File: src/sv/cwds_pkg.sv
// Shared types and constants of the checkpoint watchdog supervisor.
`timescale 1ns / 1ps

package cwds_pkg;

    // Number of supervised checkpoints: control, sensors, comms
    localparam int NUM_CP = 3;

    // Event modes carried in tuser
    localparam logic [1:0] MODE_START   = 2'd0;
    localparam logic [1:0] MODE_REPORT  = 2'd1;
    localparam logic [1:0] MODE_SERVICE = 2'd2;

    // Configuration register indexes
    localparam logic [2:0] CFG_BUDGET_CONTROL  = 3'd0;
    localparam logic [2:0] CFG_BUDGET_SENSORS  = 3'd1;
    localparam logic [2:0] CFG_BUDGET_COMMS    = 3'd2;
    localparam logic [2:0] CFG_MIN_REFRESH_GAP = 3'd3;
    localparam logic [2:0] CFG_HEALTHY_RUNTIME = 3'd4;

    // Register reset values
    localparam logic [15:0] RST_BUDGET_CONTROL  = 16'd30;
    localparam logic [15:0] RST_BUDGET_SENSORS  = 16'd30;
    localparam logic [15:0] RST_BUDGET_COMMS    = 16'd60;
    localparam logic [15:0] RST_MIN_REFRESH_GAP = 16'd8;
    localparam logic [31:0] RST_HEALTHY_RUNTIME = 32'd60000;

    // One input event
    typedef struct packed {
        logic [1:0]  mode;
        logic [31:0] now_ms;
        logic [1:0]  checkpoint;
        logic        limp_in;
    } t_item;

    // Configuration register set
    typedef struct packed {
        logic [NUM_CP-1:0][15:0] budget;
        logic [15:0]             min_refresh_gap;
        logic [31:0]             healthy_runtime;
    } t_cfg;

    // One result word
    typedef struct packed {
        logic              refresh;
        logic [NUM_CP-1:0] starved_mask;
        logic [31:0]       refresh_count;
        logic [31:0]       starve_count;
        logic              clear_streaks;
        logic              limp;
        logic              safe_state_request;
    } t_result;

endpackage

File: src/sv/cwds_core.sv
// Supervisor state and the per-event decision logic.
`timescale 1ns / 1ps

module cwds_core (
    input  logic             i_clk,
    input  logic             i_rst_n,
    input  logic             i_step,
    input  cwds_pkg::t_item  i_item,
    input  cwds_pkg::t_cfg   i_cfg,
    output cwds_pkg::t_result o_res
);

    logic [cwds_pkg::NUM_CP-1:0][31:0] r_report_time, n_report_time;
    logic [cwds_pkg::NUM_CP-1:0]       r_reported, n_reported;
    logic [31:0]                       r_last_refresh, n_last_refresh;
    logic [cwds_pkg::NUM_CP-1:0]       r_stale_bits, n_stale_bits;
    logic [31:0]                       r_refreshes, n_refreshes;
    logic [31:0]                       r_starves, n_starves;
    logic                              r_limp, n_limp;
    logic                              r_streaks_done, n_streaks_done;
    logic                              r_running, n_running;

    logic [cwds_pkg::NUM_CP-1:0] stale;
    logic [31:0]                 age;
    logic [31:0]                 gap_age;
    logic                        refresh;
    logic                        clear;
    logic                        safe;

    // Staleness check per checkpoint: never reported, or age over budget
    always_comb begin
        stale = '0;
        age   = '0;
        for (int i = 0; i < cwds_pkg::NUM_CP; i++) begin
            age = i_item.now_ms - r_report_time[i];
            stale[i] = !r_reported[i] || (age > {16'd0, i_cfg.budget[i]});
        end
    end

    assign gap_age = i_item.now_ms - r_last_refresh;

    // Next state for the event
    always_comb begin
        n_report_time  = r_report_time;
        n_reported     = r_reported;
        n_last_refresh = r_last_refresh;
        n_stale_bits   = r_stale_bits;
        n_refreshes    = r_refreshes;
        n_starves      = r_starves;
        n_limp         = r_limp;
        n_streaks_done = r_streaks_done;
        n_running      = r_running;
        refresh        = 1'b0;
        clear          = 1'b0;
        safe           = 1'b0;
        if (i_step) begin
            unique case (i_item.mode)
                cwds_pkg::MODE_START: begin
                    n_limp = i_item.limp_in;
                    safe   = i_item.limp_in;
                    for (int i = 0; i < cwds_pkg::NUM_CP; i++) begin
                        n_report_time[i] = i_item.now_ms;
                    end
                    n_reported     = '0;
                    n_last_refresh = i_item.now_ms;
                    n_stale_bits   = '0;
                    n_running      = 1'b1;
                end
                cwds_pkg::MODE_REPORT: begin
                    // index three matches no checkpoint and is dropped
                    for (int i = 0; i < cwds_pkg::NUM_CP; i++) begin
                        if (i_item.checkpoint == 2'(i)) begin
                            n_report_time[i] = i_item.now_ms;
                            n_reported[i]    = 1'b1;
                        end
                    end
                end
                cwds_pkg::MODE_SERVICE: begin
                    if (r_running) begin
                        n_stale_bits = stale;
                        if (stale != '0) begin
                            n_starves = r_starves + 32'd1;
                        end else if (gap_age >= {16'd0, i_cfg.min_refresh_gap}) begin
                            refresh        = 1'b1;
                            n_last_refresh = i_item.now_ms;
                            n_refreshes    = r_refreshes + 32'd1;
                            if (!r_streaks_done &&
                                i_item.now_ms >= i_cfg.healthy_runtime) begin
                                clear          = 1'b1;
                                n_streaks_done = 1'b1;
                            end
                        end
                    end
                end
                default: ;
            endcase
        end
    end

    // State registers
    always_ff @(posedge i_clk) begin
        if (!i_rst_n) begin
            r_report_time  <= '0;
            r_reported     <= '0;
            r_last_refresh <= '0;
            r_stale_bits   <= '0;
            r_refreshes    <= '0;
            r_starves      <= '0;
            r_limp         <= 1'b0;
            r_streaks_done <= 1'b0;
            r_running      <= 1'b0;
        end else begin
            r_report_time  <= n_report_time;
            r_reported     <= n_reported;
            r_last_refresh <= n_last_refresh;
            r_stale_bits   <= n_stale_bits;
            r_refreshes    <= n_refreshes;
            r_starves      <= n_starves;
            r_limp         <= n_limp;
            r_streaks_done <= n_streaks_done;
            r_running      <= n_running;
        end
    end

    // Result word shows the updated state plus this event's pulses
    assign o_res.refresh            = refresh;
    assign o_res.starved_mask       = n_stale_bits;
    assign o_res.refresh_count      = n_refreshes;
    assign o_res.starve_count       = n_starves;
    assign o_res.clear_streaks      = clear;
    assign o_res.limp               = n_limp;
    assign o_res.safe_state_request = safe;

`ifndef ASSERT_OFF
    a_refresh_healthy: assert property (@(posedge i_clk) disable iff (!i_rst_n)
        refresh |-> (n_stale_bits == '0))
        else $error("refresh issued with a stale checkpoint");
    a_refresh_count: assert property (@(posedge i_clk) disable iff (!i_rst_n)
        refresh |=> (r_refreshes == $past(r_refreshes) + 32'd1))
        else $error("refresh counter did not advance on refresh");
    a_clear_once: assert property (@(posedge i_clk) disable iff (!i_rst_n)
        r_streaks_done |-> !clear)
        else $error("second streak clear pulse");
    a_safe_limp: assert property (@(posedge i_clk) disable iff (!i_rst_n)
        safe |=> r_limp && r_running)
        else $error("safe state request without latched limp");
`endif

endmodule

File: src/sv/checkpoint_watchdog_supervisor_top.sv
// Top level of the checkpoint watchdog supervisor: stream ports, registers, pipeline.
`timescale 1ns / 1ps

// Usage:
//   Slave stream (i_s_*) carries one event per word: tuser is the mode
//   (start, checkpoint report, service), tdata holds now_ms, the checkpoint
//   index and the limp flag. Master stream (o_m_*) returns exactly one result
//   word per event, in order.
//   Configuration port (i_cfg_*) writes the budgets, the minimum refresh gap
//   and the healthy runtime by register index; it is always ready and should
//   be written only while no event is in flight.
//   Path: an accepted word goes through the input register, then the
//   decision logic into the result register.
//   Throughput: one word per cycle while i_m_tready stays high; the decision
//   is a single pass of three subtract-and-compare checks plus counter increments.
//   Receiver stall: the result register holds, the input register fills, and
//   then tready drops; no word is lost or repeated.
//   Reset (i_rst_n low, synchronous): pipeline empty, all supervisor state
//   cleared, configuration registers back to their default values.
module checkpoint_watchdog_supervisor_top (
    input  logic        i_clk,
    input  logic        i_rst_n,
    // event stream
    input  logic        i_s_tvalid,
    output logic        o_s_tready,
    input  logic [39:0] i_s_tdata,   // [31:0] now_ms, [33:32] checkpoint, [34] limp_in
    input  logic [1:0]  i_s_tuser,   // [1:0] mode
    // result stream
    output logic        o_m_tvalid,
    input  logic        i_m_tready,
    output logic [71:0] o_m_tdata,   // [0] refresh, [3:1] starved_mask,
                                     // [35:4] refresh_count, [67:36] starve_count,
                                     // [68] clear_streaks, [69] limp,
                                     // [70] safe_state_request
    // configuration writes
    input  logic        i_cfg_valid,
    output logic        o_cfg_ready,
    input  logic [2:0]  i_cfg_index,
    input  logic [31:0] i_cfg_data
);

    logic              r_s1_valid;
    cwds_pkg::t_item   r_s1_item;
    logic              r_out_valid;
    cwds_pkg::t_result r_res;
    cwds_pkg::t_result core_res;
    cwds_pkg::t_cfg    r_cfg;

    logic in_accept;
    logic s2_free;
    logic s1_move;

    // Pipeline flow control
    assign s2_free    = !r_out_valid || i_m_tready;
    assign s1_move    = r_s1_valid && s2_free;
    assign o_s_tready = !r_s1_valid || s2_free;
    assign in_accept  = i_s_tvalid && o_s_tready;

    always_ff @(posedge i_clk) begin
        if (!i_rst_n) begin
            r_s1_valid  <= 1'b0;
            r_out_valid <= 1'b0;
        end else begin
            if (in_accept) begin
                r_s1_valid <= 1'b1;
            end else if (s1_move) begin
                r_s1_valid <= 1'b0;
            end
            if (s1_move) begin
                r_out_valid <= 1'b1;
            end else if (i_m_tready) begin
                r_out_valid <= 1'b0;
            end
        end
    end

    // Input register
    always_ff @(posedge i_clk) begin
        if (in_accept) begin
            r_s1_item.mode       <= i_s_tuser;
            r_s1_item.now_ms     <= i_s_tdata[31:0];
            r_s1_item.checkpoint <= i_s_tdata[33:32];
            r_s1_item.limp_in    <= i_s_tdata[34];
        end
    end

    // Configuration registers
    assign o_cfg_ready = 1'b1;

    always_ff @(posedge i_clk) begin
        if (!i_rst_n) begin
            r_cfg.budget[0]       <= cwds_pkg::RST_BUDGET_CONTROL;
            r_cfg.budget[1]       <= cwds_pkg::RST_BUDGET_SENSORS;
            r_cfg.budget[2]       <= cwds_pkg::RST_BUDGET_COMMS;
            r_cfg.min_refresh_gap <= cwds_pkg::RST_MIN_REFRESH_GAP;
            r_cfg.healthy_runtime <= cwds_pkg::RST_HEALTHY_RUNTIME;
        end else if (i_cfg_valid) begin
            unique case (i_cfg_index)
                cwds_pkg::CFG_BUDGET_CONTROL:  r_cfg.budget[0] <= i_cfg_data[15:0];
                cwds_pkg::CFG_BUDGET_SENSORS:  r_cfg.budget[1] <= i_cfg_data[15:0];
                cwds_pkg::CFG_BUDGET_COMMS:    r_cfg.budget[2] <= i_cfg_data[15:0];
                cwds_pkg::CFG_MIN_REFRESH_GAP: r_cfg.min_refresh_gap <= i_cfg_data[15:0];
                cwds_pkg::CFG_HEALTHY_RUNTIME: r_cfg.healthy_runtime <= i_cfg_data;
                default: ;
            endcase
        end
    end

    // Decision logic and supervisor state
    cwds_core u_core (
        .i_clk   (i_clk),
        .i_rst_n (i_rst_n),
        .i_step  (s1_move),
        .i_item  (r_s1_item),
        .i_cfg   (r_cfg),
        .o_res   (core_res)
    );

    // Result register
    always_ff @(posedge i_clk) begin
        if (s1_move) begin
            r_res <= core_res;
        end
    end

    assign o_m_tvalid = r_out_valid;
    assign o_m_tdata  = {1'b0,
                         r_res.safe_state_request,
                         r_res.limp,
                         r_res.clear_streaks,
                         r_res.starve_count,
                         r_res.refresh_count,
                         r_res.starved_mask,
                         r_res.refresh};

endmodule
File: config.mk
export PLATFORM = sky130hd
export DESIGN_NAME = checkpoint_watchdog_supervisor_top
export DESIGN_NICKNAME = d
export VERILOG_FILES = /design/src/sv/cwds_pkg.sv /design/src/sv/cwds_core.sv /design/src/sv/checkpoint_watchdog_supervisor_top.sv
export SDC_FILE = /design/constraint.sdc
export NUM_CORES = 1
export LEC_CHECK = 0
export ABC_AREA = 1
export BUFFER_PORTS_ARGS = -buffer_cell sky130_fd_sc_hd__buf_2
export CORE_ASPECT_RATIO = 1.2
export CORE_MARGIN = 5
export CORE_UTILIZATION = 48
export CTS_CLUSTER_SIZE = 10
export DETAILED_ROUTE_END_ITERATION = 8
export PLACE_DENSITY = 0.62
export SYNTH_ARGS = -nofsm -noshare
export SYNTH_HDL_FRONTEND = slang
export SYNTH_HIERARCHICAL = 1
export SYNTH_SLANG_ARGS = --single-unit
export TNS_END_PERCENT = 30
File: constraint.sdc
create_clock -name i_clk -period 20.2 [get_ports i_clk]
set_clock_uncertainty 0.1 [all_clocks]
set_input_delay 4.04 -clock i_clk [delete_from_list [all_inputs] [get_ports i_clk]]
set_output_delay 4.04 -clock i_clk [all_outputs]
set_load 0.02 [all_outputs]
# After elaboration in Yosys (flattened, before gate mapping)
# Index checks and enable logic that the tools add are counted.
# Widths: inputs -> output; s select.
[word_totals]
latch_bits = 0
inputBits = 82
elab_cells = 127
memories = 0
out_inout_bits = 75
rom_bits = 0
regBits = 407
ramBits = 0
[classes]
mux = 32
multipliers = 0
div = 0
reduce_logical = 35
n_lt_le_gt_ge = 5
eq_ne = 14
n_shift = 0
addsub = 6
n_bitwise = 4
[op_table]
columns = ["operator", "count"]
rows = [
  ["$mux 32", 15],
  ["$pmux 96 s2", 1],
  ["$sub 32x32->32", 4],
  ["$gt 32x16->1", 3],
  ["$add 32x1->32 const B", 2],
  ["$pmux 32 s2", 1],
  ["$ge 32x16->1", 1],
  ["$ge 32x32->1", 1],
  ["$pmux 3 s2", 2],
  ["$reduce_and 2->1", 6],
  ["$mux 1", 11],
  ["$ne 2x1->1 const B", 5],
  ["$reduce_and 3->1", 3],
  ["$reduce_bool 2->1", 4],
  ["$eq 3x2->1 const B", 2],
  ["$logic_not 1->1", 6],
  ["$mux 3", 2],
  ["$reduce_and 6->1", 1],
  ["$logic_or 1x1->1", 5],
  ["$reduce_and 5->1", 1],
  ["$eq 2x1->1 const B", 2],
  ["$eq 2x2->1 const B", 2],
  ["$logic_not 2->1", 2],
  ["$not 1->1", 4],
  ["8 further kinds", 10],
]

# Depth between registers and ports, before layout
# Gate-level depths: netlist of run 1.
[logic_depth]
word_depth = 8
depth_mapped = 32
depth_no_buf = 31

# By module
# The synthesis of run 1 kept the hierarchy.
[modules_own_cells]
columns = ["mod", "area_per_inst_um2", "cells_per_inst", "seq_area_each_um2", "n_inst"]
rows = [
  ["cwds_core", 22118.7, 3964, 4023.9, 1],
  ["checkpoint_watchdog_supervisor_top", 7146.9, 656, 5205.0, 1],
]

# Worst setup path after synthesis of run 1
# No wires, ideal clock.
[synth_path]
path_type = "input port to flip-flop"
from = "input port i_m_tready"
to = "register r_res (netlist bit o_m_tdata[62]) (data pin)"
cell_stages = 10
slack_ns = 9.977
path_buffers = 0
setup_ns = 0.262
t_required_ns = 19.838
t_arrival_ns = 9.861
path_cell_list = "inv_1 > a21oi_1 > inv_1 > nor2_1 > inv_2 > nor2_1 > nor4b_1 > nand4_1 > o21ai_0 > nand2_1"
[synth_lines]
columns = ["item", "line_no", "text"]
rows = [
  ["start: declaration", "checkpoint_watchdog_supervisor_top.sv:30", "input logic i_m_tready,"],
  ["end signal: assignment", "checkpoint_watchdog_supervisor_top.sv:122", "r_res <= core_res;"],
  ["end: declaration", "checkpoint_watchdog_supervisor_top.sv:45", "cwds_pkg::t_result r_res;"],
]

# Worst setup path after layout of run 1
[layout_path]
from = "input port i_m_tready"
to = "output port o_s_tready"
[layout_via]
elab_chain_cells = 2
[layout_rtl]
columns = ["item", "line_no", "text"]
rows = [
  ["$logic_or 1x1->1", "checkpoint_watchdog_supervisor_top.sv:54", "assign s2_free = !r_out_valid || i_m_tready;"],
  ["$logic_or 1x1->1", "checkpoint_watchdog_supervisor_top.sv:56", "assign o_s_tready = !r_s1_valid || s2_free;"],
  ["end: declaration", "checkpoint_watchdog_supervisor_top.sv:25", "output logic o_s_tready,"],
]
# Every way passes these cells.

==> insert_results.sql, run 1 <==
INSERT INTO impl_metrics (metric_group, metric, value, unit) VALUES
('synth', 'synthesis.instances', '4620', ''),
('global_routing', 'antenna_found_initial', '0', ''),
('worst_setup_path', 'worstReg2RegStart', 'r_s1_item[3]', ''),
('synth', 'syn-num-nets', '4928', ''),
('drt', 'drt_wl_total', '85500', 'um'),
('drt', 'drt_first_iter_violations', '1919', ''),
('global_routing', 'globalRoute.totalOverflow', '0', ''),
('timing', 'totalNegativeSetupSlack', '0', 'ns'),
('pwr', 'power.density_cell_area', '70.40', 'mW/mm^2'),
('hold_path', 'hp-start', 'u_core/r_streaks_done', ''),
('worst_setup_path', 'timing.critical_path.from_type', 'input port', ''),
('worst_setup_path', 'cpPeakStageDelay', '0.23', 'ns'),
('placed_design', 'placed_cell_area', '0.03086', 'mm^2'),
('drt', 'via_count', '27463', ''),
('cells_and_area', 'finalNetCount', '5062', ''),
('timing', 'layout_worst_path_cycle_share', '0.4394', ''),
('clock_network', 'ctsRootBufferMaster', 'sky130_fd_sc_hd__clkbuf_16', ''),
('clock_network', 'post_cts.repair.setup_buffers', '0', ''),
('outcome', 'status', 'finished, final reports clean', ''),
('drt', 'drt.antenna.violating_nets', '0', ''),
('worst_setup_path', 'critPathLaunch', 'i_m_tready', ''),
('clock_network', 'cts-htree-levels', '2', ''),
('pwr', 'internal_power', '1546', 'uW'),
('placed_design', 'port_buffers', '149', ''),
('floorplanning', 'fp.coreArea', '0.06057', 'mm^2'),
('worst_setup_path', 'setup.worst_path.class', 'in2out', ''),
('drt', 'route.detailed.drc', '0', ''),
('worst_setup_path', 'worst_path_most_repeated_cell', 'sky130_fd_sc_hd__buf_2', ''),
('placed_design', 'dp.final_hpwl', '65170', 'um'),
('synth', 'postSynthAreaPerCell', '6.335', 'um^2'),
('clock_network', 'worst_setup_hold_path_clk_slew', '0.05', 'ns'),
('worst_setup_path', 'critPathMaxFanout', '3', ''),
('clock_network', 'ctsResizeCount', '0', ''),
('synth', 'ys.flop_type', 'sky130_fd_sc_hd__dfxtp_1', ''),
('hold_path', 'min_path_type', 'reg2reg', ''),
('pwr', 'power.total', '2281', 'uW'),
('drt', 'wire_per_inst', '15.27', 'um'),
('drt', 'vias_per_cell', '4.906', ''),
('worst_setup_path', 'cp_data_arrival_time', '4.74', 'ns'),
('timing', 'final-hold-violation-count', '0', ''),
('cells_and_area', 'post_route_cells_drive_above_1_share', '0.06682', ''),
('clock_network', 'cts_tree', 'yes', ''),
('synth', 'mappedNetlistArea', '0.02927', 'mm^2'),
('synth', 'synth-async-reset-ratio', '0', ''),
('clock_network', 'worst_case_clock_buffer_depth', '3', ''),
('job', 'maxCapViolations', '0', ''),
('timing', 'post-route-min-period', '8.875', 'ns'),
('worst_setup_path', 'list_of_cells_traversed_by_the_critical_path', 'buf_2 > inv_1 > nand3_1 > buf_2', ''),
('floorplanning', 'die_height', '280.5', 'um'),
('worst_setup_path', 'path_delay_family', 'buffers and inverters', ''),
('drt', 'drtPass1Iterations', '6', ''),
('timing', 'slew-limit-headroom', '0.2542', ''),
('pwr', 'sw_frac_of_total', '0.3220', ''),
('placed_design', 'gp_congestion', '0.9409', ''),
('synth', 'yosys_warnings', '6', ''),
('clock_network', 'tritoncts_num_sinks', '407', ''),
('timing', 'rsz_0062_raised_after_global_routing', 'false', ''),
('pwr', 'power_frac_comb', '0.239', ''),
('floorplanning', 'top_level_ports', '157', ''),
('synth', 'synth_enable_flop_cells', '108', ''),
('floorplanning', 'placement_rows', '99', ''),
('timing', 'worstMarginPinSlew', '1.118', 'ns'),
('pwr', 'net-switching-power', '734.3', 'uW'),
('worst_setup_path', 'critical_path.slowest_cell', 'sky130_fd_sc_hd__buf_2', ''),
('synth', 'synth.yosys.seq_area_share', '0.3153', ''),
('global_routing', 'grt_start_max_net_pins', '91', ''),
('synth', 'synthDistinctLibCells', '49', ''),
('cells_and_area', 'fin_util', '0.5349', ''),
('worst_setup_path', 'path_buf_inv', '3', ''),
('floorplanning', 'fp.dieW', '235.4', 'um'),
('synth', 'synth_seq_cells', '407', '');
## final timing paths
kind,endpoint,slack (ns),depth (start not counted)
max,o_s_tready,11.32,4
max reg2reg,o_m_tdata[68],13.95,29
min,u_core/r_streaks_done,0.35,2
min reg2reg,u_core/r_streaks_done,0.35,2
## kinds of logic after synthesis
group                      Yosys count  share of synthesized area
other                                2                  0.0002566
adders and majority gates          226                    0.09765
xor gates and xnor gates            80                    0.02394
DFF                                407                     0.3153
and+or+nand+nor                   2464                     0.3525
AOI/OAI and AO/OA                  433                    0.07730
buffers and inverters             1008                     0.1330
## worst min-delay path: stages, from the launching register on
cell                      delay [ns]
sky130_fd_sc_hd__dfxtp_1        0.30
sky130_fd_sc_hd__inv_1          0.04
sky130_fd_sc_hd__a21oi_1        0.05
## cell usage in the layout, fill, tap and decap left out, types with 72 or more instances in the layout
cell type                     n
sky130_fd_sc_hd__a21oi_1    268
sky130_fd_sc_hd__buf_2      148
sky130_fd_sc_hd__dfxtp_1    299
sky130_fd_sc_hd__edfxtp_1   108
sky130_fd_sc_hd__ha_1       222
sky130_fd_sc_hd__inv_1      893
sky130_fd_sc_hd__nand2_1   1413
sky130_fd_sc_hd__nand3_1    287
sky130_fd_sc_hd__nor2_1     544
sky130_fd_sc_hd__o21ai_0    127
sky130_fd_sc_hd__xor2_1      72
## power groups by stage
stage | registers (uW) | clock network [uW] | logic, uW
3_5_place_dp | 902 | 0 | 540
6_report | 885 | 851 | 545
3_3_place_gp | 902 | 0 | 536
2_1_floorplan | 903 | 0 | 388
4_1_cts | 885 | 875 | 543
5_1_grt | 887 | 908 | 622
## synthesized netlist by cell type, types with 20 or more instances
| cell | number | share of area |
|---|---|---|
| sky130_fd_sc_hd__nor3_1 | 33 | 0.0056 |
| sky130_fd_sc_hd__nor2_1 | 545 | 0.070 |
| sky130_fd_sc_hd__edfxtp_1 | 108 | 0.11 |
| sky130_fd_sc_hd__nand3b_1 | 37 | 0.0095 |
| sky130_fd_sc_hd__nand4_1 | 60 | 0.013 |
| sky130_fd_sc_hd__xor2_1 | 72 | 0.022 |
| sky130_fd_sc_hd__inv_1 | 895 | 0.11 |
| sky130_fd_sc_hd__nand2_1 | 1413 | 0.18 |
| sky130_fd_sc_hd__o21ai_0 | 127 | 0.022 |
| sky130_fd_sc_hd__dfxtp_1 | 299 | 0.20 |
| sky130_fd_sc_hd__nand3_1 | 287 | 0.049 |
| sky130_fd_sc_hd__buf_2 | 27 | 0.0046 |
| sky130_fd_sc_hd__nand3_2 | 20 | 0.0068 |
| sky130_fd_sc_hd__clkbuf_1 | 49 | 0.0063 |
| sky130_fd_sc_hd__a21oi_1 | 269 | 0.046 |
| sky130_fd_sc_hd__ha_1 | 222 | 0.095 |
## sequential cells by signal, summed over array words and instances (netlist names)
register / count
u_core/r_limp: 1
u_core/r_stale_bits: 3
u_core/r_running: 1
r_cfg: 96
u_core/r_refreshes: 32
u_core/r_reported: 3
r_s1_item: 37
o_m_tvalid: 1
u_core/r_last_refresh: 32
u_core/r_report_time: 96
o_m_tdata: 71
r_s1_valid: 1
u_core/r_starves: 32
u_core/r_streaks_done: 1
## metrics by stage
step | hold WS, ns | instances | worst slack [ns]
2_1_floorplan | 0.3274 | 4620 | 9.977
3_3_place_gp | 0.3378 | 5510 | 11.31
3_5_place_dp | 0.3404 | 5510 | 11.31
4_1_cts | 0.3491 | 5597 | 11.31
5_1_grt | 0.3659 | 5597 | 11.29
6_report | 0.3476 | 5598 | 11.32
## layer usage
layer	vias up	share of wire	track usage
met2	595	0.47	0.4377
met5	-	0	0
li1	14604	-	-
met3	126	0.044	0.02546
met1	12138	0.45	0.3266
met4	0	0.032	0.07564
## cell type report
| cell class | instances | area, um^2 |
|---|---|---|
| clock inverter | 9 | 112.6 |
| clock buffer | 78 | 1429 |
| tap | 808 | 1011 |
| antenna | 1 | 2.502 |
| timing repair buffer | 182 | 999.7 |
| inverter | 908 | 3408 |
| multi-input combinational | 3205 | 16210 |
| sequential | 407 | 9229 |
| fill | 6315 | 28170 |
No activity file was read; power rests on OpenSTA's default activity.
==> run 2, diff against run 1 <==
Settings changed: ABC_AREA 1 to 0.
Clock period 20.2 ns to 9.1 ns, I/O delays scaled along.
==> run 2 against run 1 <==
Cell area is 6.8% lower. Worst hold slack better by 0.0032 ns. Sequential power is 120% higher. Combinational power is 61% higher. Critical path type is now reg2reg. Highest routed layer unchanged.
==> insert_results.sql, run 2 <==
INSERT INTO impl_metrics (metric_group, metric, value, unit) VALUES
('outcome', 'status', 'finished, final reports clean', ''),
('drt', 'route.detailed.drc', '0', ''),
('timing', 'totalNegativeSetupSlack', '0', 'ns'),
('floorplanning', 'die_height', '272.5', 'um'),
('clock_network', 'post_cts.repair.setup_buffers', '0', ''),
('worst_setup_path', 'reg2reg_depth', '24', ''),
('floorplanning', 'die_area', '0.06233', 'mm^2'),
('pwr', 'power.density_cell_area', '153.8', 'mW/mm^2'),
('cells_and_area', 'syn_to_final_growth', '9.562', '%'),
('synth', 'ys_top_cells_by_count', '569 x sky130_fd_sc_hd__nand2_1, 299 x sky130_fd_sc_hd__dfxtp_1, 268 x sky130_fd_sc_hd__a21oi_1', ''),
('synth', 'synth_area_leader_cell', 'sky130_fd_sc_hd__dfxtp_1', ''),
('timing', 'final-max-slew-violation-count', '0', ''),
('cells_and_area', 'fin_util', '0.5292', ''),
('global_routing', 'grt_util_all_layers', '0.2464', ''),
('placed_design', 'gp_congestion', '0.9609', ''),
('drt', 'via_count', '23585', ''),
('cells_and_area', 'fill_cells', '5293', ''),
('clock_network', 'ctsHoldBuffers', '0', ''),
('timing', 'final-hold-violation-count', '0', ''),
('synth', 'syn-num-nets', '3555', ''),
('clock_network', 'ctsResizeCount', '0', ''),
('floorplanning', 'initial_utilization', '0.4830', ''),
('drt', 'wire_per_inst', '19.56', 'um'),
('worst_setup_path', 'cp-end-kind', 'register', ''),
('drt', 'drtPass1Iterations', '6', ''),
('clock_network', 'numCtsBuffers', '49', ''),
('synth', 'synthDistinctLibCells', '103', ''),
('timing', 'post-route-min-period', '7.608', 'ns'),
('synth', 'mappedNetlistArea', '0.02756', 'mm^2'),
('synth', 'yosys.area.top_type_share', '0.2172', ''),
('global_routing', 'grt_start_max_net_pins', '104', ''),
('placed_design', 'port_buffers', '149', ''),
('worst_setup_path', 'worstReg2RegStart', 'r_s1_item[3]', ''),
('hold_path', 'min_path_type', 'reg2reg', ''),
('worst_setup_path', 'timing.critical_path.from_type', 'register', ''),
('synth', 'yosysMostFrequentCell', 'sky130_fd_sc_hd__nand2_1', ''),
('timing', 'slew-limit-headroom', '0.1634', ''),
('worst_setup_path', 'setup.worst_path.class', 'reg2reg', ''),
('synth', 'synth-async-reset-ratio', '0', ''),
('clock_network', 'cts_tree', 'yes', ''),
('synth', 'yosys_warnings', '6', ''),
('timing', 'rsz_0062_raised_after_global_routing', 'false', ''),
('clock_network', 'clock_latency', '0.61', 'ns'),
('drt', 'drt.antenna.violating_nets', '0', ''),
('synth', 'synth.area.top_cells', 'sky130_fd_sc_hd__dfxtp_1 22%, sky130_fd_sc_hd__edfxtp_1 12%, sky130_fd_sc_hd__ha_1 10%', ''),
('floorplanning', 'fp.coreArea', '0.05705', 'mm^2'),
('pwr', 'power.ir.vdd_worst', '0.0001563', 'V'),
('clock_network', 'worst_setup_hold_path_clk_slew', '0.05', 'ns'),
('placed_design', 'dp.final_hpwl', '59110', 'um'),
('floorplanning', 'placement_rows', '96', ''),
('global_routing', 'grt_pass1_wl', '124200', 'um'),
('worst_setup_path', 'critical_register_to_register_path_endpoint', 'u_core/r_last_refresh[14]', ''),
('pwr', 'p_leak', '0.01199', 'uW'),
('cells_and_area', 'post_route_cells_drive_above_1_share', '0.09435', ''),
('drt', 'vias_per_cell', '5.758', ''),
('timing', 'layout_worst_path_cycle_share', '0.8360', ''),
('cells_and_area', 'layout.cells.most_common', 'sky130_fd_sc_hd__nand2_1', ''),
('global_routing', 'antenna_found_initial', '1', ''),
('floorplanning', 'top_level_ports', '157', ''),
('floorplanning', 'fp.dieW', '228.7', 'um'),
('synth', 'synthesis.instances', '3247', ''),
('worst_setup_path', 'critPathMaxFanout', '56', ''),
('worst_setup_path', 'critPathLaunch', 'r_s1_item[3]', ''),
('timing', 'worstMarginPinSlew', '1.248', 'ns'),
('synth', 'synth.yosys.seq_area_share', '0.3349', ''),
('worst_setup_path', 'crit_path_end', 'u_core/r_last_refresh[14]', ''),
('drt', 'drt_first_iter_violations', '1625', ''),
('clock_network', 'worst_case_clock_buffer_depth', '3', ''),
('timing', 'maxClockFrequency', '131.4', 'MHz'),
('clock_network', 'ctsRootBufferMaster', 'sky130_fd_sc_hd__clkbuf_16', ''),
('cells_and_area', 'layout.cells.most_common_list', '569 x sky130_fd_sc_hd__nand2_1, 299 x sky130_fd_sc_hd__dfxtp_1, 265 x sky130_fd_sc_hd__a21oi_1', ''),
('drt', 'drt_wl_total', '80120', 'um'),
('global_routing', 'globalRoute.totalOverflow', '0', ''),
('synth', 'synth_seq_cells', '407', ''),
('worst_setup_path', 'timing.reg2reg.setup_slack', '1.49', 'ns'),
('synth', 'synth_enable_flop_cells', '108', ''),
('clock_network', 'cts-htree-levels', '2', ''),
('worst_setup_path', 'worst-endpoint-required', '9.42', 'ns'),
('synth', 'postSynthAreaPerCell', '8.488', 'um^2'),
('cells_and_area', 'finalNetCount', '3632', ''),
('global_routing', 'first_global_vias', '22840', ''),
('synth', 'ys.flop_type', 'sky130_fd_sc_hd__dfxtp_1', ''),
('clock_network', 'tritoncts_num_sinks', '407', ''),
('timing', 'finalSetupViolCount', '0', ''),
('job', 'maxCapViolations', '0', ''),
('worst_setup_path', 'cp_data_arrival_time', '7.93', 'ns');
-- run 2: layer usage --
layer,track usage,up-vias,part of all wire
met5,0,-,0
met4,0.08377,0,0.035
met3,0.03878,133,0.050
met2,0.4439,556,0.49
met1,0.2999,11258,0.42
li1,-,11638,-
-- run 2: through the flow --
stage          total power, uW  setup WS, ns  hold slack (ns)  cell area [um^2]  instances
2_1_floorplan             2602         1.387           0.3257             27560       3247
3_3_place_gp              2844         1.627           0.3361             28730       4008
3_5_place_dp              2860         1.544           0.3465             28730       4008
4_1_cts                   4693         1.509           0.3540             30190       4095
5_1_grt                   4872         1.149           0.3667             30190       4095
6_report                  4645         1.492           0.3508             30190       4096
-- run 2: cells by family after synthesis --
family | count (synthesis) | synth area share
simple gates | 1193 | 0.2239
compound gates | 680 | 0.1598
buf+inv | 413 | 0.06456
flops | 407 | 0.3349
fa+ha+maj | 226 | 0.1037
mux | 197 | 0.07191
xor+xnor | 129 | 0.04100
other cells | 2 | 0.0002725
-- run 2: worst max-delay path, cell delays in order, from the launching register on --
cell	delay, ns
sky130_fd_sc_hd__edfxtp_1	0.48
sky130_fd_sc_hd__inv_1	0.26
sky130_fd_sc_hd__ha_1	0.23
sky130_fd_sc_hd__inv_1	0.06
sky130_fd_sc_hd__fa_1	0.40
sky130_fd_sc_hd__a21o_1	0.20
sky130_fd_sc_hd__a221oi_2	0.54
sky130_fd_sc_hd__nor2b_1	0.10
sky130_fd_sc_hd__o21a_1	0.20
sky130_fd_sc_hd__o21ai_0	0.14
sky130_fd_sc_hd__nand2b_1	0.07
sky130_fd_sc_hd__a21oi_1	0.18
sky130_fd_sc_hd__xnor2_1	0.12
sky130_fd_sc_hd__ha_1	0.34
sky130_fd_sc_hd__nand3_1	0.12
sky130_fd_sc_hd__or4_1	0.55
sky130_fd_sc_hd__o22a_1	0.29
sky130_fd_sc_hd__nor4_1	0.26
sky130_fd_sc_hd__o2111a_1	0.23
sky130_fd_sc_hd__nand4b_1	0.13
sky130_fd_sc_hd__nor4b_2	0.67
sky130_fd_sc_hd__nand4_1	0.20
sky130_fd_sc_hd__buf_4	0.45
sky130_fd_sc_hd__o32a_2	0.82
sky130_fd_sc_hd__mux2i_1	0.24
-- run 2: worst min path at each step --
stage | slack (ns) | depth (start not counted) | end | from
4_1_cts | 0.35 | 2 | u_core/r_report_time[5] | u_core/r_report_time[5]
3_3_place_gp | 0.34 | 2 | u_core/r_streaks_done | u_core/r_streaks_done
5_1_grt | 0.37 | 2 | u_core/r_report_time[50] | u_core/r_report_time[50]
3_5_place_dp | 0.35 | 2 | u_core/r_report_time[5] | u_core/r_report_time[5]
2_1_floorplan | 0.33 | 2 | u_core/r_streaks_done | u_core/r_streaks_done
6_report | 0.35 | 2 | u_core/r_report_time[74] | u_core/r_report_time[74]
-- run 2: final cells by class --
cell class | count | area (um^2) | share of cell area
multi-input combinational | 2427 | 16610 | 0.5500
tap | 735 | 919.6 | 0.03046
antenna | 1 | 2.502 | 0.00008288
timing repair buffer | 182 | 1003 | 0.03323
clock inverter | 8 | 97.59 | 0.003232
clock buffer | 79 | 1369 | 0.04533
sequential | 407 | 9229 | 0.3057
inverter | 257 | 965.9 | 0.03199
-- run 2: power by group --
part	internal, uW	switching (uW)
Combinational	330	547
Sequential	1910	48.3
Clock	1030	780
Total	3270	1380
==> run 3, diff against run 2 <==
Settings changed: PLACE_DENSITY 0.62 to 0.65.
Clock period 9.1 ns to 6.4 ns, I/O delays scaled along.
==> run 3 against run 2 <==
Largest power group unchanged. Sequential share of layout area decreased by 0.45 points. Setup slack worse by 1.2 ns. Critical endpoint is now u_core/r_refreshes[0]. Critical path depth fell by 1. Clock power grew 49%. Critical path type unchanged. First-iteration DRC count fell by 2.6%. Wire length up 0.77%. Flip-flop and latch count did not move. Total power grew 45%.
==> insert_results.sql, run 3 (same netlist as run 2, synthesis figures left out) <==
INSERT INTO impl_metrics (metric_group, metric, value, unit) VALUES
('pwr', 'power.density_cell_area', '220.2', 'mW/mm^2'),
('clock_network', 'clock_latency', '0.60', 'ns'),
('floorplanning', 'initial_utilization', '0.4830', ''),
('floorplanning', 'fp.coreArea', '0.05705', 'mm^2'),
('worst_setup_path', 'timing.reg2reg.setup_slack', '0.28', 'ns'),
('cells_and_area', 'antenna_cells', '0', ''),
('worst_setup_path', 'setup.worst_path.class', 'reg2reg', ''),
('global_routing', 'globalRoute.totalOverflow', '0', ''),
('timing', 'final-max-slew-violation-count', '0', ''),
('worst_setup_path', 'cp-end-kind', 'register', ''),
('cells_and_area', 'post_route_cells_drive_above_1_share', '0.1054', ''),
('clock_network', 'ctsRootBufferMaster', 'sky130_fd_sc_hd__clkbuf_16', ''),
('clock_network', 'cts-htree-levels', '2', ''),
('placed_design', 'gp_congestion', '0.9231', ''),
('drt', 'drtPass1Iterations', '6', ''),
('drt', 'route.detailed.drc', '0', ''),
('drt', 'via_count', '23975', ''),
('pwr', 'p_leak', '0.01224', 'uW'),
('placed_design', 'dp.final_hpwl', '60490', 'um'),
('worst_setup_path', 'critical_path.slowest_cell', 'sky130_fd_sc_hd__a2111oi_0', ''),
('cells_and_area', 'syn_to_final_growth', '11.20', '%'),
('worst_setup_path', 'list_of_cells_traversed_by_the_critical_path', 'inv_1 > buf_4 > ha_1 > fa_1 > nand2b_1 > a21o_1 > a2111oi_4 > nor3_1 > xnor2_1 > ha_1 > nand4_1 > or2_2 > nor2_1 > nand2_1 > a2111oi_0 > nand4_1 > nor4_4 > nand4_1 > buf_6 > buf_6 > buf_8 > or4_1 > a21oi_1', ''),
('drt', 'drt_wl_total', '80730', 'um'),
('drt', 'vias_per_cell', '5.816', ''),
('worst_setup_path', 'crit_path_end', 'u_core/r_refreshes[0]', ''),
('clock_network', 'cts_tree', 'yes', ''),
('cells_and_area', 'fill_cells', '5317', ''),
('clock_network', 'tritoncts_num_sinks', '407', ''),
('cells_and_area', 'finalNetCount', '3662', ''),
('worst_setup_path', 'worst-endpoint-required', '6.80', 'ns'),
('pwr', 'power.ir.vdd_worst', '0.0002181', 'V'),
('worst_setup_path', 'timing.critical_path.from_type', 'register', ''),
('worst_setup_path', 'worstReg2RegStart', 'r_s1_item[3]', ''),
('global_routing', 'first_global_vias', '23063', ''),
('timing', 'worstMarginPinSlew', '1.204', 'ns'),
('timing', 'worst_hold_slack', '0.3528', 'ns'),
('clock_network', 'worst_case_clock_buffer_depth', '3', ''),
('timing', 'final-hold-violation-count', '0', ''),
('clock_network', 'numCtsBuffers', '49', ''),
('worst_setup_path', 'critical_register_to_register_path_endpoint', 'u_core/r_refreshes[0]', ''),
('placed_design', 'port_buffers', '149', ''),
('timing', 'slew-limit-headroom', '0.1930', ''),
('floorplanning', 'die_area', '0.06233', 'mm^2'),
('worst_setup_path', 'cp_data_arrival_time', '6.52', 'ns'),
('worst_setup_path', 'cpPeakStageDelay', '0.49', 'ns'),
('global_routing', 'antenna_found_initial', '0', ''),
('drt', 'wire_per_inst', '19.59', 'um'),
('job', 'maxCapViolations', '0', ''),
('worst_setup_path', 'reg2reg_depth', '23', ''),
('cells_and_area', 'layout.cells.most_common', 'sky130_fd_sc_hd__nand2_1', ''),
('worst_setup_path', 'critPathLaunch', 'r_s1_item[3]', ''),
('global_routing', 'grt_pass1_wl', '124800', 'um'),
('worst_setup_path', 'critPathMaxFanout', '20', ''),
('cells_and_area', 'layout.cells.most_common_list', '569 x sky130_fd_sc_hd__nand2_1, 299 x sky130_fd_sc_hd__dfxtp_1, 264 x sky130_fd_sc_hd__a21oi_1', ''),
('timing', 'totalNegativeSetupSlack', '0', 'ns'),
('clock_network', 'worst_setup_hold_path_clk_slew', '0.06', 'ns'),
('floorplanning', 'top_level_ports', '157', ''),
('floorplanning', 'fp.dieW', '228.7', 'um'),
('drt', 'drt.antenna.violating_nets', '0', ''),
('timing', 'maxClockFrequency', '163.5', 'MHz'),
('global_routing', 'grt_util_all_layers', '0.2459', ''),
('floorplanning', 'placement_rows', '96', ''),
('timing', 'rsz_0062_raised_after_global_routing', 'false', ''),
('hold_path', 'min_path_type', 'reg2reg', ''),
('outcome', 'status', 'finished, final reports clean', ''),
('global_routing', 'grt_start_max_net_pins', '92', ''),
('timing', 'layout_worst_path_cycle_share', '0.9555', ''),
('timing', 'post-route-min-period', '6.115', 'ns'),
('drt', 'drt_first_iter_violations', '1583', ''),
('floorplanning', 'die_height', '272.5', 'um'),
('worst_setup_path', 'worst_path_most_repeated_cell', 'sky130_fd_sc_hd__nand4_1', ''),
('timing', 'finalSetupViolCount', '0', '');
## run 3: cell types whose count changed in the layout (fill, tap and decap cells not counted), sizes merged
cell    previous run  this run
inv              257       259
clkbuf            79        76
bufinv             0         4
buf              182       211
diode              1         0
clkinv             8         3
## run 3: worst max-delay path: cells and delay by family, from the launching register on
family,cells,cell delay (ns)
AOI/OAI and AO/OA,4,1.37
xor gates and xnor gates,1,0.18
adders and majority gates,3,0.95
DFF,1,0.39
and+or+nand+nor,10,2.28
buffers and inverters,5,0.74
## run 3: power by group
group / internal [uW] / total [uW] / switching, uW
registers: 2710 / 2770 / 57.5
clock network: 1600 / 2700 / 1100
logic: 483 / 1280 / 797
total: 4790 / 6750 / 1950
## run 3: how the worst min path moves through the flow
| stage | endpoint | from | cells after the start |
|---|---|---|---|
| CTS | u_core/r_report_time[41] | u_core/r_report_time[41] | 2 |
| detailed placement | u_core/r_report_time[41] | u_core/r_report_time[41] | 2 |
| global route | u_core/r_report_time[41] | u_core/r_report_time[41] | 2 |
| floorplan | u_core/r_streaks_done | u_core/r_streaks_done | 2 |
| global placement | u_core/r_streaks_done | u_core/r_streaks_done | 2 |
| finish | u_core/r_report_time[41] | u_core/r_report_time[41] | 2 |
## run 3: what timing repair did
action	CTS	global route
hold buffers	0	0
endpoints found under the setup margin	0	127
setup buffers	0	4
gates resized for setup	0	21
## run 3: area by class of cell
cell class                      count  area [um^2]  area share
Clock inverter                      9        190.2    0.006206
Clock buffer                       75         1334     0.04352
Inverter                          257        965.9     0.03152
Multi-Input combinational cell   2427        16690      0.5447
Timing Repair Buffer              212         1315     0.04291
Sequential cell                   407         9229      0.3012
Tap cell                          735        919.6     0.03001
## run 3: metrics by stage
| step | area [um^2] | instances | utilization | setup WS, ns | power (uW) |
|---|---|---|---|---|---|
| finish | 30640 | 4122 | 0.5371 | 0.2845 | 6749 |
| global route | 30640 | 4122 | 0.5371 | 0.003908 | 7055 |
| CTS | 30480 | 4116 | 0.5343 | 0.1630 | 6787 |
| detailed placement | 28960 | 4032 | 0.5076 | 0.2197 | 4071 |
| global placement | 28960 | 4032 | 0.5076 | 0.3119 | 4045 |
| floorplan | 27560 | 3247 | - | 0.6523 | 3698 |
## run 3: metal layers
metal	routed length (um)	GRT usage
met1	33670	0.3050
met2	39170	0.4321
met3	3903	0.03013
met4	3991	0.1048
met5	0	0
